`src/sv/baro_sensor_compensation_defines.svh`:
```
// assertion macros for the barometric compensation block
`ifndef BARO_SENSOR_COMPENSATION_DEFINES_SVH
`define BARO_SENSOR_COMPENSATION_DEFINES_SVH

`ifndef SYNTHESIS

// same-cycle implication, checked on the rising edge of clk outside reset
`define BSC_ASSERT_NOW(lbl, ante, cons) \
	lbl: assert property (@(posedge clk) disable iff (!arst_n) (ante) |-> (cons)) \
		else $error("pipeline check failed");

// next-cycle implication, checked on the rising edge of clk outside reset
`define BSC_ASSERT_NEXT(lbl, ante, cons) \
	lbl: assert property (@(posedge clk) disable iff (!arst_n) (ante) |=> (cons)) \
		else $error("pipeline check failed");

`else

`define BSC_ASSERT_NOW(lbl, ante, cons)
`define BSC_ASSERT_NEXT(lbl, ante, cons)

`endif

`endif

```
`src/sv/bsc_pkg.sv`:
```
// shared constants, widths and types of the barometric compensation pipeline
`default_nettype none

package bsc_pkg;

	// pipeline depth
	localparam int NUM_STAGES = 9;

	// port widths
	localparam int RAW_W      = 24;
	localparam int CAL_W      = 16;
	localparam int CFG_IDX_W  = 3;
	localparam int TOUT_W     = 19;
	localparam int P_W        = 32;

	// internal widths
	localparam int DT_W       = 25;
	localparam int TPROD_W    = 42;
	localparam int DTSQ_W     = 50;
	localparam int LO_W       = 19;
	localparam int T2_W       = 17;
	localparam int TEMP_W     = 20;
	localparam int LIN_W      = 42;
	localparam int SQ_W       = 36;
	localparam int CORR_W     = 40;
	localparam int OS_W       = 42;
	localparam int SENS_LO_W  = 21;
	localparam int SENS_HI_W  = OS_W - SENS_LO_W;
	localparam int PP_LO_W    = RAW_W + SENS_LO_W;
	localparam int PP_HI_W    = RAW_W + 1 + SENS_HI_W;
	localparam int Q_W        = PP_HI_W + 1;

	// shift amounts
	localparam int TEMP_SHIFT      = 23;
	localparam int T2_SHIFT        = 31;
	localparam int OFF_SHIFT       = 7;
	localparam int SENS_SHIFT      = 8;
	localparam int OFF_BASE_SHIFT  = 16;
	localparam int SENS_BASE_SHIFT = 15;
	localparam int REF_SHIFT       = 8;
	localparam int P2_SHIFT        = 15;

	// temperature thresholds in 0.01 degC
	localparam int TEMP_REF    = 2000;
	localparam int TEMP_VLOW   = -1500;
	localparam int TEMP_HIGH   = 4500;
	// same thresholds measured from TEMP_REF
	localparam int VLOW_DELTA  = TEMP_REF - TEMP_VLOW;
	localparam int HIGH_DELTA  = TEMP_HIGH - TEMP_REF;

	// register indexes
	localparam logic [CFG_IDX_W-1:0] REG_C1    = 3'd0;
	localparam logic [CFG_IDX_W-1:0] REG_C2    = 3'd1;
	localparam logic [CFG_IDX_W-1:0] REG_C3    = 3'd2;
	localparam logic [CFG_IDX_W-1:0] REG_C4    = 3'd3;
	localparam logic [CFG_IDX_W-1:0] REG_C5    = 3'd4;
	localparam logic [CFG_IDX_W-1:0] REG_C6    = 3'd5;
	localparam logic [CFG_IDX_W-1:0] REG_MODEL = 3'd6;

	// second-order correction selects
	typedef struct packed {
		logic low;
		logic very_low;
		logic high;
		logic model;
	} corr_flags_t;

endpackage

`default_nettype wire

```
`src/sv/bsc_correction.sv`:
```
// second-order offset and sensitivity corrections from the temperature squares
`default_nettype none

module bsc_correction (
	input  wire logic [bsc_pkg::SQ_W-1:0]          lo_sq,
	input  wire logic [bsc_pkg::SQ_W-1:0]          vlo_sq,
	input  wire logic [bsc_pkg::SQ_W-1:0]          hi_sq,
	input  wire bsc_pkg::corr_flags_t              flags,
	output logic signed [bsc_pkg::CORR_W-1:0]      off2,
	output logic signed [bsc_pkg::CORR_W-1:0]      sens2
);

	localparam int EXT_W = bsc_pkg::CORR_W - bsc_pkg::SQ_W;

	logic [bsc_pkg::CORR_W-1:0] lo_w;
	logic [bsc_pkg::CORR_W-1:0] vlo_w;
	logic [bsc_pkg::CORR_W-1:0] hi_w;
	logic [bsc_pkg::CORR_W-1:0] m0_off;
	logic [bsc_pkg::CORR_W-1:0] m0_sens;
	logic [bsc_pkg::CORR_W-1:0] m1_off;
	logic [bsc_pkg::CORR_W-1:0] m1_sens;
	logic [bsc_pkg::CORR_W-1:0] m0_vlo_sens;
	logic [bsc_pkg::CORR_W-1:0] m1_vlo_off;
	logic [bsc_pkg::CORR_W-1:0] m1_vlo_sens;

	assign lo_w  = {{EXT_W{1'b0}}, lo_sq};
	assign vlo_w = {{EXT_W{1'b0}}, vlo_sq};
	assign hi_w  = {{EXT_W{1'b0}}, hi_sq};

	// very low temperature terms, shift-add
	assign m0_vlo_sens = flags.very_low ? (vlo_w << 1) : '0;
	assign m1_vlo_off  = flags.very_low ? ((vlo_w << 3) - vlo_w) : '0;
	assign m1_vlo_sens = flags.very_low ?
		(((vlo_w << 3) + (vlo_w << 1) + vlo_w) >> 1) : '0;

	// first model table
	assign m0_off  = (lo_w << 1) + lo_w;
	assign m0_sens = ((lo_w >> 3) << 3) - (lo_w >> 3) + m0_vlo_sens;

	// second model table
	assign m1_off  = (((lo_w << 2) + lo_w) >> 1) + m1_vlo_off;
	assign m1_sens = ((lo_w >> 2) << 2) + (lo_w >> 2) + m1_vlo_sens;

	// pick the rule that applies
	always_comb begin
		off2  = '0;
		sens2 = '0;
		if (flags.low) begin
			if (flags.model) begin
				off2  = $signed(m1_off);
				sens2 = $signed(m1_sens);
			end else begin
				off2  = $signed(m0_off);
				sens2 = $signed(m0_sens);
			end
		end else if (flags.high) begin
			sens2 = -$signed(hi_w >> 3);
		end
	end

endmodule

`default_nettype wire

```
`config.mk`:
```
export PLATFORM = sky130hd
export DESIGN_NAME = bsc_correction
export DESIGN_NICKNAME = d
export VERILOG_FILES = /design/src/sv/baro_sensor_compensation_defines.svh /design/src/sv/bsc_pkg.sv /design/src/sv/bsc_correction.sv
export SDC_FILE = /design/constraint.sdc
export NUM_CORES = 1
export LEC_CHECK = 0
export BUFFER_PORTS_ARGS = -buffer_cell sky130_fd_sc_hd__buf_2
export CELL_PAD_IN_SITES_DETAIL_PLACEMENT = 2
export CELL_PAD_IN_SITES_GLOBAL_PLACEMENT = 2
export CORE_ASPECT_RATIO = 0.6
export CORE_MARGIN = 2
export CORE_UTILIZATION = 39
export DETAILED_ROUTE_END_ITERATION = 10
export PLACE_DENSITY_LB_ADDON = 0.1
export SLEW_MARGIN = 10
export SYNTH_ARGS = -nofsm -noshare
export SYNTH_HDL_FRONTEND = slang
export SYNTH_SLANG_ARGS = --single-unit
```
`constraint.sdc`:
```
create_clock -name vclk -period 12.45
set_input_delay 1.245 -clock vclk [all_inputs]
set_output_delay 1.245 -clock vclk [all_outputs]
set_load 0.01 [all_outputs]
```
==> results of run 1 <==
[layout make-up]
cell class	count	area (um2)	area share, %
diodes	5	12.5	0.0659
well taps	579	724	3.81
inverters	136	510	2.69
multi-input cells	2272	16700	88.0
repair buffers	200	1030	5.43
[how the worst max path moves through the flow]
stage | end | slack (ns) | depth (start not counted)
floorplan | sens2[38] | 4.16 | 26
global placement | sens2[38] | 2.77 | 30
detailed placement | sens2[38] | 2.66 | 30
CTS | sens2[38] | 2.62 | 30
global route | sens2[38] | 1.96 | 30
finish | sens2[38] | 2.43 | 30
[cell usage after synthesis, types with 5 or more instances]
cell type  count
a2111oi_0      8
a211o_1        9
a211oi_1      39
a21boi_0      10
a21o_1       120
a21oi_1      260
a221oi_1       7
a22oi_1        8
a31o_2         7
a31oi_1       21
a32oi_1        6
a41o_1         5
and2_1        16
and3_1        16
buf_1          6
clkbuf_1      51
fa_1          71
ha_1         296
inv_1        135
mux2i_1       13
nand2_1      178
nand2b_1      46
nand3_1       60
nand4_1       24
nor2_1       276
nor2b_1       23
nor3_1        39
nor3b_1        6
nor4_1         6
o211ai_1      20
o21a_1        26
o21ai_0      178
o21bai_1      34
o221ai_1       7
o22ai_1       31
o311ai_0       5
o31a_1         8
o31ai_1       16
o41ai_1        6
or2_2          5
or3_1         22
or4_1          6
xnor2_1      159
xor2_1       113
[through the flow]
step	area (um2)	power, mW	std cells	worst slack, ns	utilization [%]
detailed placement	19000	2.04	3187	2.66	43.4
global route	19000	2.30	3192	1.96	43.5
global placement	19000	1.94	3187	2.77	43.4
floorplan	17400	1.44	2465	4.16	-
CTS	19000	2.06	3187	2.62	43.4
finish	19000	2.09	3192	2.43	43.5
[metal layers]
metal,up-vias,part of all wire [%],GRT usage (%),routed length (um)
li1,9309,-,-,-
met1,9871,53,49.6,39800
met2,496,40,45.7,30200
met3,39,6.2,3.44,4640
met4,0,0.85,3.05,643
met5,-,0,0,0
[where the power goes]
part / leakage, nW / total (mW) / internal (mW) / switching (mW)
registers: 0 / 0 / 0 / 0
logic: 9.10 / 2.09 / 0.824 / 1.27
clock network: 0.0000317 / 0.0000000539 / 0.0000000539 / 0
[kinds of logic (layout without fill, tap and decap cells)]
group	Yosys count	count (layout)	share of synthesized area [%]
compound gates	871	871	31.8
xor+xnor	272	272	13.7
fa+ha+maj	367	367	29.4
buf+inv	193	336	4.15
mux	14	14	0.810
other cells	0	5	0
simple gates	748	748	20.2
[tightest hold or removal path: cells and delay by family]
family,cells,cell delay (ns)
buffers and inverters,2,0.23
AO/OA/AOI/OAI,1,0.07
AND/OR/NAND/NOR,1,0.06
[placed cells by master (no fill, tap or decap), types with 10 or more instances in the layout]
| cell type | instances |
|---|---|
| buf_4 | 12 |
| a31oi_1 | 21 |
| nand4_1 | 24 |
| o21bai_1 | 34 |
| or3_1 | 22 |
| a21boi_0 | 10 |
| inv_1 | 134 |
| nor2b_1 | 23 |
| ha_1 | 296 |
| nand2_1 | 178 |
| xor2_1 | 113 |
| a21o_1 | 120 |
| o21a_1 | 26 |
| and2_1 | 16 |
| nand2b_1 | 46 |
| nor3_1 | 39 |
| mux2i_1 | 13 |
| o22ai_1 | 31 |
| o211ai_1 | 20 |
| o21ai_0 | 178 |
| nand3_1 | 60 |
| xnor2_1 | 159 |
| o31ai_1 | 16 |
| a21oi_1 | 260 |
| fa_1 | 71 |
| a211oi_1 | 39 |
| nor2_1 | 276 |
| buf_2 | 188 |
| and3_1 | 16 |
==> impl_metrics.json, run 1 <==
{
  "drc_errors": 0,
  "setup_tns_ns": 0,
  "pin_count": 192,
  "ys_types": 81,
  "cts_hold_buf": 0,
  "overflow": 0,
  "period_needed_ns": 10.02,
  "die_area_um2": 46500,
  "path_buf_inv": 4,
  "rsz0062_at_grt": "false",
  "layout.nets": 3089,
  "max-vdd-ir-drop_mv": 0.0309,
  "synth.area.top_cells": "ha_1 (21%), fa_1 (8.1%), xnor2_1 (8.0%)",
  "routed_wl_um": 75300,
  "drt-wirelength-per-cell_um": 23.6,
  "via_count": 19700,
  "end_kind": "primary output",
  "cpMostUsedCell": "a21oi_1",
  "hold_depth": 4,
  "max-cap-violations": 0,
  "worst_ep_arrival_time_ns": 8.77,
  "die_h_um": 168,
  "slowest_stage": "fa_1",
  "rows": 59,
  "startpoint": "vlo_sq[2]",
  "grt_pass1_wl_um": 117000,
  "finalSetupViolations": 0,
  "postRouteAntennaNets": 0,
  "place_hpwl_um": 65200,
  "grt.total_usage_pct": 31.2,
  "syn_area_um2": 17400,
  "min_delay_worst_endpoint": "sens2[0]",
  "areaGrowthSynthToFinish_pct": 8.91,
  "seq_area_frac_synth_pct": 0,
  "syn_inst": 2465,
  "critPathMaxStageDelay_ns": 0.52,
  "antenna_found_initial": 6,
  "worstMarginPinSlew_ns": 1.18,
  "fin_hold_ws_ns": 2.86,
  "crit_type": "input pin to primary output",
  "synth_top_area_share_pct": 21.2,
  "synth_nets": 2944,
  "coreArea_um2": 43700,
  "gp_congestion": 0.936,
  "min_path_type": "input pin to primary output",
  "min_period_over_period_pct": 80.5,
  "slew_headroom_pct": 21.2,
  "path_max_fanout": 6,
  "grt_pass1_vias": 20500,
  "cp.required_ns": 11.20,
  "hold_start": "hi_sq[3]",
  "p_leak_nw": 9.10,
  "ctsResizeCount": 0,
  "register_area_um2": 0,
  "yosysWarnings": 0,
  "hold_violations": 0,
  "syn-mean-instance-area_um2": 7.08,
  "viasPerCell": 6.18,
  "crit_family": "compound AO/OA/AOI/OAI gates",
  "cts_setup_buffers": 0,
  "fmax_mhz": 99.8,
  "drive_gt1_share_pct": 8.86,
  "die_w_um": 277,
  "crit_path_start_kind": "input pin",
  "grt_max_degree": 69,
  "synth_top_area_cell": "ha_1",
  "io_buffers": 189,
  "status": "completed",
  "p_per_area_nw_per_um2": 110,
  "clock_buffers": 0,
  "slew_viol_final": 0,
  "nFillCells": 5305,
  "drt_iter0_drc": 1446,
  "first_pass_iters": 5,
  "start_util_pct": 39.9,
  "design.seq.count": 0
}
(Power assumes the default switching activity.)
==> run 2, diff against run 1 <==
CORE_UTILIZATION = 36   (was 39)
clock period = 10.2 ns   (was 12.45 ns; I/O delays follow)
==> impl_metrics.json, run 2 (synthesis results as in run 1) <==
{
  "first_pass_iters": 5,
  "grt_pass1_wl_um": 116000,
  "finalPower_mw": 2.56,
  "routed_wl_um": 75100,
  "hold_violations": 0,
  "worst_ep_arrival_time_ns": 8.68,
  "critPathMaxStageDelay_ns": 0.57,
  "grt.total_usage_pct": 28.9,
  "cts_hold_buf": 0,
  "finalSetupViolations": 0,
  "max-cap-violations": 0,
  "register_area_um2": 0,
  "fmax_mhz": 103,
  "worstMarginPinSlew_ns": 0.867,
  "slew_viol_final": 0,
  "end_kind": "primary output",
  "p_leak_nw": 9.11,
  "die_area_um2": 50300,
  "p_per_area_nw_per_um2": 134,
  "start_util_pct": 36.4,
  "slew_headroom_pct": 40.7,
  "setup_slack_ns": 0.495,
  "internal_power_mw": 1.01,
  "cp.required_ns": 9.18,
  "cpMostUsedCell": "a21oi_1",
  "viasPerCell": 5.93,
  "antenna_found_initial": 3,
  "fin_hold_ws_ns": 2.43,
  "ctsResizeCount": 0,
  "areaGrowthSynthToFinish_pct": 9.42,
  "die_h_um": 175,
  "final_cell_mix": "ha_1 (296), nor2_1 (276), a21oi_1 (260)",
  "cts_setup_buffers": 0,
  "min_period_over_period_pct": 95.1,
  "final_util_pct": 39.9,
  "clock_buffers": 0,
  "drc_errors": 0,
  "setup_tns_ns": 0,
  "grt_pass1_vias": 20100,
  "drive_gt1_share_pct": 8.93,
  "overflow": 0,
  "power.share.combinational_pct": 100.0,
  "pwr-share-clk_pct": 0,
  "max-vdd-ir-drop_mv": 0.0404,
  "startpoint": "vlo_sq[2]",
  "status": "completed",
  "gp_congestion": 0.921,
  "seqPwrFrac_pct": 0,
  "postRouteAntennaNets": 0,
  "rsz0062_at_grt": "false",
  "hold_start": "lo_sq[0]",
  "period_needed_ns": 9.70,
  "design.seq.count": 0,
  "via_count": 19300,
  "min_path_type": "input pin to primary output",
  "grt_max_degree": 41,
  "drt_iter0_drc": 1330,
  "dp_slack_ns": 0.681,
  "io_buffers": 189,
  "crit_path_start_kind": "input pin",
  "layout.nets": 3091,
  "switching_share_pct": 60.6,
  "pin_count": 192,
  "crit_type": "input pin to primary output",
  "coreArea_um2": 47900,
  "rows": 62,
  "slowest_stage": "o41ai_1",
  "power_switching_mw": 1.55,
  "place_hpwl_um": 65500,
  "final_common_cell": "ha_1",
  "path_max_fanout": 6,
  "die_w_um": 288,
  "drt-wirelength-per-cell_um": 23.1
}
run 2: cell types whose count changed in the layout (fill, tap and decap cells not counted):
cell     previous run  this run
buf_4              12        14
diode_2             5         4
run 2: per-layer routing:
| layer | wire length, um | global-route usage (%) | vias up | part of all wire [%] |
|---|---|---|---|---|
| met4 | 435 | 1.90 | 0 | 0.58 |
| met3 | 3130 | 1.12 | 29 | 4.2 |
| met1 | 42200 | 48.5 | 9595 | 56 |
| met5 | 0 | 0 | - | 0 |
| met2 | 29300 | 41.2 | 379 | 39 |
| li1 | - | - | 9304 | - |
run 2: final timing paths:
path / depth (start not counted) / to / slack, ns
setup / recovery: 30 / sens2[38] / 0.50
hold / removal: 4 / off2[0] / 2.43
run 2: power groups by stage:
stage	Clock, mW	Combinational, mW	Sequential, mW
finish	0.0000000474	2.56	0
global route	0.0000000394	2.82	0
CTS	0	2.52	0
detailed placement	0	2.50	0
global placement	0	2.40	0
floorplan	0	1.76	0
run 2: cell type report:
type	instances	area, um2
antenna	4	10.0
fill	5743	28800
inverter	136	510
multi-input combinational	2272	16700
tap	640	801
timing repair buffer	202	1050
run 2: worst max-delay path, delay by kind of cell:
kind                       cells  cell delay (ns)
AOI/OAI and AO/OA             18             4.60
adders and majority gates      4             1.59
and+or+nand+nor                4             0.90
buffers and inverters          4             0.57
run 2: per-stage QoR:
stage          area [um2]  std cells
3_3_place_gp        19100       3250
6_report            19100       3254
5_1_grt             19100       3253
4_1_cts             19100       3250
3_5_place_dp        19100       3250
2_1_floorplan       17400       2465
==> run 3, diff against run 2 <==
BUFFER_PORTS_ARGS = unset   (was -buffer_cell sky130_fd_sc_hd__buf_2)
CORE_UTILIZATION = 39   (was 36)
DONT_BUFFER_PORTS = 1   (was unset)
==> impl_metrics.json, run 3 (synthesis results as in run 1) <==
{
  "setup_tns_ns": 0,
  "worstMarginPinSlew_ns": 0.923,
  "ctsResizeCount": 0,
  "finalSetupViolations": 0,
  "nFillCells": 5311,
  "place_hpwl_um": 63800,
  "areaGrowthSynthToFinish_pct": 3.37,
  "grt_max_degree": 85,
  "drt_iter0_drc": 1283,
  "design.seq.count": 0,
  "worst_ep_arrival_time_ns": 8.17,
  "die_h_um": 168,
  "period_needed_ns": 9.19,
  "via_count": 18700,
  "post_dp_cell_area_um2": 18000,
  "dp.cells": 2997,
  "io_buffers": 0,
  "slew_headroom_pct": 36.8,
  "crit_path_start_kind": "input pin",
  "max-cap-violations": 0,
  "routed_wl_um": 73600,
  "die_w_um": 277,
  "cts_setup_buffers": 0,
  "first_pass_iters": 5,
  "grt_pass1_wl_um": 114000,
  "status": "completed",
  "cp.required_ns": 9.18,
  "min_period_over_period_pct": 90.1,
  "grt_pass1_vias": 19400,
  "end_kind": "primary output",
  "rsz0062_at_grt": "false",
  "register_area_um2": 0,
  "layout.nets": 2899,
  "rows": 59,
  "grt.total_usage_pct": 30.5,
  "coreArea_um2": 43700,
  "final_cell_mix": "ha_1 (296), nor2_1 (276), a21oi_1 (260)",
  "postRouteAntennaNets": 0,
  "final_common_cell": "ha_1",
  "overflow": 0,
  "viasPerCell": 6.24,
  "drive_gt1_share_pct": 1.70,
  "drt-wirelength-per-cell_um": 24.5,
  "die_area_um2": 46500,
  "min_path_type": "input pin to primary output",
  "cts_hold_buf": 0,
  "finalInstanceArea_um2": 18000,
  "clock_buffers": 0,
  "slew_viol_final": 0,
  "antenna_found_initial": 1,
  "hold_violations": 0,
  "finalNonFillerCells": 2998,
  "fin_hold_ws_ns": 2.21,
  "drc_errors": 0,
  "crit_type": "input pin to primary output",
  "path_max_fanout": 6,
  "pin_count": 192,
  "start_util_pct": 39.9,
  "gp_congestion": 0.959,
  "fmax_mhz": 109
}
[run 3: cell types whose count changed in the layout (fill, tap and decap cells not counted), sizes merged]
| cell | change |
|---|---|
| buf | -192 |
| diode | -3 |
[run 3: worst paths after layout]
check             slack [ns]        end  cells after the start       from
setup / recovery        1.01  sens2[38]                     28  vlo_sq[2]
hold / removal          2.21  sens2[32]                      1   flags[3]
[run 3: final cells by class]
cell class / instances / area, um2 / area share (%)
Antenna cell: 1 / 2.50 / 0.0139
Inverter: 136 / 510 / 2.83
Multi-Input combinational cell: 2272 / 16700 / 92.7
Tap cell: 579 / 724 / 4.02
Timing Repair Buffer: 10 / 75.1 / 0.416
[run 3: routing by layer]
layer / GRT usage (%) / wire length [um]
met1: 49.0 / 39900
met2: 44.0 / 28400
met3: 3.73 / 4690
met4: 2.58 / 620
met5: 0 / 0
[run 3: metrics by stage]
step / worst slack, ns / utilization, %
6_report: 1.01 / 41.3
5_1_grt: 0.459 / 41.3
4_1_cts: 1.08 / 41.3
2_1_floorplan: 2.36 / -
3_3_place_gp: 1.26 / 41.3
3_5_place_dp: 1.13 / 41.3
[run 3: critical path, stage by stage]
cell       delay (ns)
inv_1            0.09
fa_1             0.42
inv_1            0.07
ha_1             0.27
nor2b_1          0.19
o31a_1           0.28
o41ai_1          0.49
a41o_1           0.34
or3b_2           0.18
a21oi_1          0.07
a211o_1          0.28
a21oi_1          0.22
a21oi_1          0.14
o21a_1           0.18
nor3_1           0.47
fa_1             0.52
ha_1             0.38
a21oi_1          0.22
nor2_1           0.09
a2111oi_0        0.41
o21ai_0          0.22
a22o_1           0.23
a311oi_1         0.44
a31oi_1          0.19
a31o_2           0.30
a21o_1           0.16
o2111ai_1        0.10
o211ai_1         0.19
